### src/rtl/assert_macros.svh
// ---------------------------------------------------------------------------
// assert_macros.svh
// Assertion helpers shared by the RTL.
// ---------------------------------------------------------------------------
`ifndef ASSERT_MACROS_SVH
`define ASSERT_MACROS_SVH

// property checked on every clock outside reset
`define GCRD_ASSERT(label, expr, msg) \
    label: assert property (@(posedge i_clk) disable iff (!i_rst_n) (expr)) \
        else $error(msg);

// antecedent implies consequent in the same cycle
`define GCRD_ASSERT_IMP(label, ante, cons, msg) \
    label: assert property (@(posedge i_clk) disable iff (!i_rst_n) (ante) |-> (cons)) \
        else $error(msg);

`endif

### src/rtl/gcrd_pkg.sv
// ---------------------------------------------------------------------------
// gcrd_pkg
// Types, constants and tables for the great-circle distance block.
// ---------------------------------------------------------------------------
package gcrd_pkg;

    localparam int TAB_LEN = 24;
    localparam int TAB_IW  = 5;

    localparam logic signed [35:0] PI_Q30      = 36'sd3373259426;
    localparam logic signed [35:0] HALF_PI_Q30 = 36'sd1686629713;
    localparam logic signed [35:0] TWO_PI_Q30  = 36'sd6746518852;
    localparam logic signed [33:0] GAIN_INV    = 34'sd652032874;
    localparam logic signed [32:0] ONE_Q30     = 33'sd1073741824;
    localparam logic signed [32:0] EARTH_MILES = 33'sd3963;
    localparam logic [21:0]        SEG_MAX     = 22'h3FFFFF;
    localparam logic [39:0]        TOTAL_MAX   = 40'hFF_FFFF_FFFF;

    typedef enum logic [3:0] {
        S_IDLE, S_SC_START, S_SC_WAIT, S_M1, S_M2, S_M3, S_SUM, S_SQ,
        S_SQRT_START, S_SQRT_WAIT, S_ACOS_START, S_ACOS_WAIT, S_ANG,
        S_DIST, S_ACC
    } t_state;

    typedef enum logic [2:0] {
        C_IDLE, C_RED0, C_RED1, C_FOLD, C_ITER
    } t_cstate;

    typedef struct packed {
        logic start;
        logic vec;
    } t_cordic_cmd;

    function automatic logic signed [35:0] atan_q30(input logic [TAB_IW-1:0] idx);
        logic [31:0] v;
        unique case (idx)
            5'd0:  v = 32'h3243F6A8;
            5'd1:  v = 32'h1DAC6705;
            5'd2:  v = 32'h0FADBAFC;
            5'd3:  v = 32'h07F56EA6;
            5'd4:  v = 32'h03FEAB76;
            5'd5:  v = 32'h01FFD55B;
            5'd6:  v = 32'h00FFFAAA;
            5'd7:  v = 32'h007FFF55;
            5'd8:  v = 32'h003FFFEA;
            5'd9:  v = 32'h001FFFFD;
            5'd10: v = 32'h000FFFFF;
            5'd11: v = 32'h0007FFFF;
            5'd12: v = 32'h0003FFFF;
            5'd13: v = 32'h0001FFFF;
            5'd14: v = 32'h0000FFFF;
            5'd15: v = 32'h00007FFF;
            5'd16: v = 32'h00003FFF;
            5'd17: v = 32'h00001FFF;
            5'd18: v = 32'h00000FFF;
            5'd19: v = 32'h000007FF;
            5'd20: v = 32'h000003FF;
            5'd21: v = 32'h000001FF;
            5'd22: v = 32'h000000FF;
            5'd23: v = 32'h0000007F;
            default: v = 32'h0;
        endcase
        return $signed({4'b0, v});
    endfunction

    // Q.30 product rounded back to Q.30
    function automatic logic signed [35:0] rnd_q30(input logic signed [65:0] p);
        logic signed [65:0] s;
        s = p + 66'sd536870912;
        return s[65:30];
    endfunction

endpackage

### src/rtl/gcrd_mul.sv
// ---------------------------------------------------------------------------
// gcrd_mul
// Shared signed multiplier with registered product.
// ---------------------------------------------------------------------------
module gcrd_mul
    import gcrd_pkg::*;
(
    input  logic               i_clk,
    input  logic signed [32:0] i_a,
    input  logic signed [32:0] i_b,
    output logic signed [65:0] o_p
);
    logic signed [65:0] r_p;

    always_ff @(posedge i_clk) begin
        r_p <= i_a * i_b;
    end

    assign o_p = r_p;
endmodule

### config.mk
export PLATFORM = sky130hd
export DESIGN_NAME = gcrd_mul
export DESIGN_NICKNAME = d
export VERILOG_FILES = /design/src/rtl/assert_macros.svh /design/src/rtl/gcrd_pkg.sv /design/src/rtl/gcrd_mul.sv
export SDC_FILE = /design/constraint.sdc
export NUM_CORES = 2
export LEC_CHECK = 0
export BUFFER_PORTS_ARGS = -buffer_cell sky130_fd_sc_hd__buf_4
export CORE_MARGIN = 4
export CORE_UTILIZATION = 25
export DETAILED_ROUTE_END_ITERATION = 8
export PLACE_DENSITY = 0.48
export REMOVE_ABC_BUFFERS = 1
export SYNTH_ARGS = -nofsm -noshare
export SYNTH_HDL_FRONTEND = slang
export SYNTH_SLANG_ARGS = --single-unit
### constraint.sdc
create_clock -name i_clk -period 10.5 [get_ports i_clk]
set_clock_uncertainty 0.05 [all_clocks]
set_input_delay 2.1 -clock i_clk [delete_from_list [all_inputs] [get_ports i_clk]]
set_output_delay 2.1 -clock i_clk [all_outputs]
set_load 0.005 [all_outputs]
==> summary.md <==
| Metric | Value |
|---|---|
| CP arrival | 9840 ps |
| Via Count | 28110 |
| Die Ht | 412 microns |
| Detail Placement HPWL | 96900 microns |
| Worst hold path class | input port to flip-flop |
| Layout cells sized above 1 | 4.78% |
| Dominant cell type by area after synthesis | fa_1 |
| Wirelength per Cell | 17.7 microns |
| Commonest cells after routing, fill and taps aside | fa_1, inv_1, and2_1, nand2_1, ha_1 |
| Largest net degree at the start of global routing | 34 |
| Max Cap Viol | 0 |
| TritonRoute pass-1 iters | 5 |
| Final Cycle Share | 91.8% |
| Max Buffers Root-to-Sink | 2 |
| GR Util All Layers | 13.9% |
| Hold-fix buffers, CTS | 0 |
| Routed WL | 114000 microns |
| Period minus WS final | 9640 ps |
| DRT antenna net count | 0 |
| Drc violations | 0 |
| WP data required | 10690 ps |
| GP Congestion | 0.859 |
| Resized cells post-CTS | 0 |
| Pin slew with the least headroom to its limit | 851 ps |
| Syn Area/Cell | 9.39 sq um |
| Worst setup EP type | flip-flop |
| Setup TNS | 0 ps |
| RSZ-0062 raised after global routing | false |
| CTS tree | built |
| Commonest non-fill, non-tap cell in the layout | fa_1 |
| Final Setup Violations | 0 |
| Via density | 4.36 |
| Post-route cell area | 44000 sq um |
| Fill count | 17386 |
| Mapped Area | 40700 sq um |
| Io pins | 133 |
| Worst slew margin | 43.2% |
| Core ar. | 161000 sq um |
| Sequential share of the synthesized area | 3.24% |
| CTS H-tree lvls | 3 |
| Synthesis warning total | 0 |
| First-pass GRT wire length | 183000 microns |
| Post-CTS Setup Repair Bufs | 0 |
| First DRT Iteration DRCs | 1428 |
| Area share of the largest cell type after synthesis | 56.3% |
| Number of port buffers | 132 |
| GRT Residual Overflow | 0 |
| Crit path launch type | input port |
| Initial antenna violation count | 13 |
| Status | finished, final reports clean |
| Root Driver | clkbuf_16 |
| Post-synthesis instance total | 4338 |
| Maximum clock frequency | 104 MHz |
| Synth cell types | 80 |
| Final hold vios | 0 |
| Placement Cell Area | 43700 sq um |
| Max FFs per register | 66 |
| Ys async rst share | 0% |
| Die width | 412 microns |
| Starting Density | 25.3% |
| CTS sink count | 66 |
| Die ar. | 169000 sq um |
| Cts bufs inserted | 9 |
| Worst-path clk slew | 80 ps |
| Crit path max fanout | 33 |
| Area growth syn-to-layout | 8.06% |
| CP Class | input port to flip-flop |
| Post-synth EDFFs | 0 |
| Ys flop type | dfxtp_1 |
| Vias in the first global route | 30853 |
| Flops & latches, synth | 66 |
| Row count | 147 |
| Max Transition Viols Final | 0 |
| Top post-synthesis cells by area | fa_1, inv_1, and2_1 |
| Nets | 5709 |
==> Yosys cell counts, drive strengths merged (33+ instances only) <==
| cell type | number |
|---|---|
| fa | 1145 |
| inv | 1131 |
| and2 | 563 |
| nand2 | 551 |
| ha | 217 |
| clkbuf | 208 |
| nor2 | 68 |
| dfxtp | 66 |
| a21oi | 61 |
| xnor2 | 43 |
| a21o | 38 |
| o21ai | 33 |
==> final timing paths <==
path  startpoint               to  depth (start not counted)
max       i_b[0]  o_p[64]$_DFF_P_                         22
min       i_b[0]   o_p[0]$_DFF_P_                          2
==> worst max-delay path, cell delays in order <==
cell	delay (ps)
buf_4	310
nand2_1	150
inv_1	150
fa_1	490
fa_1	550
fa_1	880
fa_1	550
fa_1	500
fa_1	510
fa_1	490
inv_1	50
fa_1	470
inv_1	40
ha_1	440
nand3_1	230
nor2_1	280
nand2_1	140
nor3_1	410
o311ai_4	250
nand3_2	220
a211oi_1	100
a311oi_1	470
==> per-layer routing <==
metal | up-vias | part of all wire (%) | track usage (%)
met4 | 0 | 1.3 | 1.74
li1 | 12206 | - | -
met3 | 84 | 4.9 | 1.76
met1 | 15233 | 44 | 19.4
met5 | - | 0 | 0
met2 | 587 | 50 | 23.8
==> area by class of cell <==
type	instances	area, sq um	area share [%]
Clock inverter	7	60.1	0.136
Timing Repair Buffer	152	1140	2.59
Clock buffer	9	225	0.512
Sequential cell	66	1320	3.00
Multi-Input combinational cell	2920	34300	78.0
Antenna cell	2	5.00	0.0114
Tap cell	2160	2700	6.14
Inverter	1131	4250	9.64
==> metrics by stage <==
| stage | instances | hold slack [ps] | utilization, % | setup WS [ps] |
|---|---|---|---|---|
| after floorplan | 4117 | 2170 | - | 1470 |
| after global placement | 6429 | 2430 | 27.1 | 489 |
| after detailed placement | 6429 | 2430 | 27.1 | 405 |
| after CTS | 6445 | 2170 | 27.3 | 837 |
| after global routing | 6445 | 2200 | 27.3 | 470 |
| final | 6447 | 2230 | 27.3 | 857 |
==> cell families after synthesis <==
group	synth area share (%)
xor gates and xnor gates	1.46
AOI/OAI and AO/OA	4.07
and+or+nand+nor	15.8
buffers and inverters	12.5
adders and majority gates	62.9
DFF	3.24
Power is not shown: default switching activity piles up to over one toggle a cycle in this logic, so the estimate is an artifact.
