--- src/rtl/assert_macros.svh ---
// ---------------------------------------------------------------------------
// assert_macros.svh
// Assertion helpers shared by the RTL.
// ---------------------------------------------------------------------------
`ifndef ASSERT_MACROS_SVH
`define ASSERT_MACROS_SVH

// property checked on every clock outside reset
`define GCRD_ASSERT(label, expr, msg) \
    label: assert property (@(posedge i_clk) disable iff (!i_rst_n) (expr)) \
        else $error(msg);

// antecedent implies consequent in the same cycle
`define GCRD_ASSERT_IMP(label, ante, cons, msg) \
    label: assert property (@(posedge i_clk) disable iff (!i_rst_n) (ante) |-> (cons)) \
        else $error(msg);

`endif

--- src/rtl/gcrd_pkg.sv ---
// ---------------------------------------------------------------------------
// gcrd_pkg
// Types, constants and tables for the great-circle distance block.
// ---------------------------------------------------------------------------
package gcrd_pkg;

    localparam int TAB_LEN = 24;
    localparam int TAB_IW  = 5;

    localparam logic signed [35:0] PI_Q30      = 36'sd3373259426;
    localparam logic signed [35:0] HALF_PI_Q30 = 36'sd1686629713;
    localparam logic signed [35:0] TWO_PI_Q30  = 36'sd6746518852;
    localparam logic signed [33:0] GAIN_INV    = 34'sd652032874;
    localparam logic signed [32:0] ONE_Q30     = 33'sd1073741824;
    localparam logic signed [32:0] EARTH_MILES = 33'sd3963;
    localparam logic [21:0]        SEG_MAX     = 22'h3FFFFF;
    localparam logic [39:0]        TOTAL_MAX   = 40'hFF_FFFF_FFFF;

    typedef enum logic [3:0] {
        S_IDLE, S_SC_START, S_SC_WAIT, S_M1, S_M2, S_M3, S_SUM, S_SQ,
        S_SQRT_START, S_SQRT_WAIT, S_ACOS_START, S_ACOS_WAIT, S_ANG,
        S_DIST, S_ACC
    } t_state;

    typedef enum logic [2:0] {
        C_IDLE, C_RED0, C_RED1, C_FOLD, C_ITER
    } t_cstate;

    typedef struct packed {
        logic start;
        logic vec;
    } t_cordic_cmd;

    function automatic logic signed [35:0] atan_q30(input logic [TAB_IW-1:0] idx);
        logic [31:0] v;
        unique case (idx)
            5'd0:  v = 32'h3243F6A8;
            5'd1:  v = 32'h1DAC6705;
            5'd2:  v = 32'h0FADBAFC;
            5'd3:  v = 32'h07F56EA6;
            5'd4:  v = 32'h03FEAB76;
            5'd5:  v = 32'h01FFD55B;
            5'd6:  v = 32'h00FFFAAA;
            5'd7:  v = 32'h007FFF55;
            5'd8:  v = 32'h003FFFEA;
            5'd9:  v = 32'h001FFFFD;
            5'd10: v = 32'h000FFFFF;
            5'd11: v = 32'h0007FFFF;
            5'd12: v = 32'h0003FFFF;
            5'd13: v = 32'h0001FFFF;
            5'd14: v = 32'h0000FFFF;
            5'd15: v = 32'h00007FFF;
            5'd16: v = 32'h00003FFF;
            5'd17: v = 32'h00001FFF;
            5'd18: v = 32'h00000FFF;
            5'd19: v = 32'h000007FF;
            5'd20: v = 32'h000003FF;
            5'd21: v = 32'h000001FF;
            5'd22: v = 32'h000000FF;
            5'd23: v = 32'h0000007F;
            default: v = 32'h0;
        endcase
        return $signed({4'b0, v});
    endfunction

    // Q.30 product rounded back to Q.30
    function automatic logic signed [35:0] rnd_q30(input logic signed [65:0] p);
        logic signed [65:0] s;
        s = p + 66'sd536870912;
        return s[65:30];
    endfunction

endpackage

--- src/rtl/gcrd_isqrt.sv ---
// ---------------------------------------------------------------------------
// gcrd_isqrt
// Bit-serial integer square root, one result bit per cycle.
// ---------------------------------------------------------------------------
module gcrd_isqrt
    import gcrd_pkg::*;
(
    input  logic        i_clk,
    input  logic        i_rst_n,
    input  logic        i_start,
    input  logic [60:0] i_v,
    output logic        o_done,
    output logic [30:0] o_res
);
    logic        r_busy, n_busy;
    logic        r_done, n_done;
    logic [60:0] r_v, n_v;
    logic [61:0] r_res, n_res;
    logic [60:0] r_bit, n_bit;
    logic [61:0] sum;

    always_comb begin
        sum    = r_res + {1'b0, r_bit};
        n_busy = r_busy;
        n_done = 1'b0;
        n_v    = r_v;
        n_res  = r_res;
        n_bit  = r_bit;
        if (i_start) begin
            n_busy = 1'b1;
            n_v    = i_v;
            n_res  = '0;
            n_bit  = 61'h1000_0000_0000_0000;
        end else if (r_busy) begin
            if ({1'b0, r_v} >= sum) begin
                n_v   = r_v - sum[60:0];
                n_res = (r_res >> 1) + {1'b0, r_bit};
            end else begin
                n_res = r_res >> 1;
            end
            n_bit = r_bit >> 2;
            if (r_bit == 61'd1) begin
                n_busy = 1'b0;
                n_done = 1'b1;
            end
        end
    end

    always_ff @(posedge i_clk) begin
        if (!i_rst_n) begin
            r_busy <= 1'b0;
            r_done <= 1'b0;
        end else begin
            r_busy <= n_busy;
            r_done <= n_done;
        end
        r_v   <= n_v;
        r_res <= n_res;
        r_bit <= n_bit;
    end

    assign o_done = r_done;
    assign o_res  = r_res[30:0];
endmodule

--- config.mk ---
export PLATFORM = sky130hd
export DESIGN_NAME = gcrd_isqrt
export DESIGN_NICKNAME = d
export VERILOG_FILES = /design/src/rtl/assert_macros.svh /design/src/rtl/gcrd_pkg.sv /design/src/rtl/gcrd_isqrt.sv
export SDC_FILE = /design/constraint.sdc
export NUM_CORES = 1
export LEC_CHECK = 0
export ABC_AREA = 0
export BUFFER_PORTS_ARGS = -buffer_cell sky130_fd_sc_hd__buf_2
export CAP_MARGIN = 20
export CORE_AREA = 2 2 206 208
export DETAILED_ROUTE_END_ITERATION = 12
export DIE_AREA = 0 0 208 210
export MAX_ROUTING_LAYER = met4
export PLACE_DENSITY = 0.52
export SLEW_MARGIN = 40
export SYNTH_ARGS = -nofsm -noshare
export SYNTH_HDL_FRONTEND = slang
export SYNTH_SLANG_ARGS = --single-unit
export TNS_END_PERCENT = 20
--- constraint.sdc ---
create_clock -name i_clk -period 11.8 [get_ports i_clk]
set_input_delay 2.36 -clock i_clk [delete_from_list [all_inputs] [get_ports i_clk]]
set_output_delay 2.36 -clock i_clk [all_outputs]
set_load 0.005 [all_outputs]
==> impl_metrics.json <==
{
  "core.rowCount": 75,
  "netlist.area_leader.share": 0.129,
  "net-switching-power_mw": 1.32,
  "rsz0062_at_grt": "false",
  "place.port_buffers": 95,
  "wl_per_cell_um": 20.0,
  "grt_antenna_before_repair": 0,
  "clkSinkCount": 156,
  "hp-start": "r_res[0]",
  "vias": 13900,
  "nets": 2027,
  "wl_met3_um": 2740,
  "grt_pass1_wl_um": 74300,
  "synth_edf_count": 61,
  "grt_pass1_vias": 13400,
  "layout_commonest_cell": "nand2_1",
  "worstSetupStartpoint": "r_res[22]",
  "crit_type": "register to register",
  "overflow": 0,
  "antenna_left": 0,
  "skew_ns": 0.0113,
  "critPathRequiredTime_ns": 12.09,
  "place_inst": 2357,
  "slew_violations": 0,
  "ctsResizeCount": 0,
  "chipHeight_um": 210,
  "die_w_um": 208,
  "instances_no_fill": 2389,
  "r2r-start": "r_res[22]",
  "setup_tns_ns": 0,
  "yosysWarningCount": 0,
  "startpoint_type": "register",
  "cts_buffers": 17,
  "cap_viol_max_count": 0,
  "yosys.cell_types.count": 83,
  "grt_max_degree": 113,
  "fin_crit_ns": 6.87,
  "hold_viol_final": 0,
  "initial_core_util": 0.356,
  "drt-initial-drc-count": 1047,
  "p_clk_frac": 0.203,
  "pwr_density_cell_mw_per_mm2": 186,
  "synth_cells": 1836,
  "gp_congestion": 0.915,
  "status": "finished, final reports clean",
  "yosys-top-cells-area": "dfxtp_1, edfxtp_1, ha_1",
  "setup_viol": 0,
  "clk_latency_ns": 0.46,
  "p_comb_frac": 0.528,
  "power_switching_share": 0.441,
  "hp-class": "register to register",
  "io_pins": 96,
  "synth_top_cell_by_area": "dfxtp_1",
  "fmax_ghz": 0.145,
  "n_antenna_cell": 0,
  "cts_root_buffer": "clkbuf_16",
  "worst_pin_slew_ns": 0.883,
  "highest-signal-layer": "met4",
  "drive_gt1_frac": 0.108,
  "drt-total-wl_um": 47700,
  "drc_errors": 0,
  "path_clk_slew_ns": 0.06,
  "cp.arrival_ns": 7.17,
  "postCtsSetupRepairBufs": 0,
  "p_int_mw": 1.67,
  "async_flop_share": 0,
  "ys_seq_area_frac": 0.253,
  "relSlewSlack": 0.409,
  "most-common-layout-cells": "nand2_1, nor2_1, o21ai_0, a21oi_1, ha_1",
  "p_seq_frac": 0.270,
  "worst_setup_path_end_kind": "register",
  "ys_ff_latch": 156,
  "htreeDepth": 4,
  "cts_tree": "done",
  "grt_usage": 0.221,
  "wl_met2_um": 21900,
  "synth_flop_cell": "dfxtp_1",
  "place_hpwl_um": 35800,
  "syn_to_final_growth_pct": 8.61,
  "cts_hold_buf": 0,
  "firstDrtPassIters": 5,
  "syn_area_mm2": 0.0148,
  "wl_met1_um": 21900,
  "core_mm2": 0.0415,
  "critical_path.max_fanout": 20,
  "synth_area_per_cell_um2": 8.05,
  "peakVddDrop_uv": 78.6,
  "die_area_mm2": 0.0437,
  "synth_nets": 2026,
  "post-route-period-util": 0.583,
  "clockBufferDepth": 2,
  "via_per_inst": 5.83,
  "power.leakage_nw": 6.16
}
[path summary, 6_finish.rpt]
path | to | slack, ns | cells after the start
setup reg to reg | r_res[6] | 4.93 | 23
setup / recovery | r_res[6] | 4.93 | 23
hold / removal | r_res[0] | 0.51 | 2
hold reg to reg | r_res[0] | 0.51 | 2
[Yosys cell counts (all sizes together), types with 5 or more instances]
master / number
o21ba: 6
a41oi: 5
a31o: 17
clkbuf: 58
o21a: 14
o211ai: 35
dfxtp: 95
o221ai: 5
mux2i: 43
nand3: 29
o31ai: 14
mux2: 12
buf: 70
and3: 12
a21o: 42
a21boi: 7
nand4: 38
nand2b: 9
edfxtp: 61
a211oi: 44
and2: 14
nor4: 17
inv: 63
a31oi: 64
xnor2: 74
o21ai: 147
nor3b: 8
xor2: 63
a311oi: 20
o21bai: 35
nor2: 147
nor3: 24
a221oi: 20
ha: 125
nor2b: 12
or3: 15
nand2: 191
a21oi: 128
[logic make-up after synthesis]
group                    Yosys count  share of synthesized area
AO/OA/AOI/OAI                    641                      0.293
XOR/XNOR                         137                     0.0812
adder cells (fa/ha/maj)          126                      0.107
buffers and inverters            191                     0.0611
flip-flops                       156                      0.253
multiplexers                      55                     0.0383
AND/OR/NAND/NOR                  530                      0.167
[layout make-up]
class / count / area [µm²]
Clock inverter: 7 / 68.8
Sequential cell: 156 / 3740
Fill cell: 4280 / 25400
Multi-Input combinational cell: 1489 / 10200
Inverter: 63 / 236
Timing Repair Buffer: 110 / 602
Tap cell: 539 / 674
Clock buffer: 25 / 562
[critical path, cell delays in order, from the launching register on]
cell	delay, ns
dfxtp_1	0.40
ha_1	0.39
nand2_1	0.10
nor3_1	0.45
nand3_1	0.17
a31oi_1	0.47
o221ai_1	0.30
a31o_2	0.34
o21ba_2	0.24
o21ai_0	0.30
a21oi_1	0.13
xor2_1	0.17
ha_1	0.40
and3_1	0.26
nand4_1	0.22
nor3_1	0.34
nand3_1	0.12
a41oi_1	0.26
a41oi_1	0.07
buf_4	0.24
a21oi_4	0.59
buf_4	0.42
mux2i_1	0.23
a221oi_1	0.09
[power groups by stage]
stage / logic [mW] / registers [mW] / clock network (mW)
floorplan: 1.23 / 0.765 / 0
global placement: 1.55 / 0.813 / 0
detailed placement: 1.55 / 0.812 / 0
CTS: 1.56 / 0.803 / 0.621
global route: 1.74 / 0.817 / 0.644
finish: 1.57 / 0.804 / 0.605
[state kept, by name, indices dropped and copies added, names as in the netlist]
name / count
o_done: 1
r_res: 62
r_v: 61
r_busy: 1
r_bit: 31
[stage by stage]
| stage | util | area [µm²] | total power, mW | hold slack, ns | worst slack (ns) |
|---|---|---|---|---|---|
| after floorplan | - | 14800 | 2.00 | 0.478 | 2.29 |
| after global placement | 0.371 | 15400 | 2.36 | 0.508 | 5.12 |
| after detailed placement | 0.372 | 15400 | 2.37 | 0.510 | 5.04 |
| after CTS | 0.387 | 16000 | 2.99 | 0.517 | 5.01 |
| after global routing | 0.387 | 16000 | 3.20 | 0.571 | 4.27 |
| final | 0.387 | 16000 | 2.98 | 0.513 | 4.93 |
[metal layers]
metal,global-route usage,vias to the layer above
met1,0.287,6636
met2,0.354,393
met4,0.0629,0
met5,-,-
met3,0.0378,60
li1,-,6846
No activity file was read; power rests on OpenSTA's default activity.
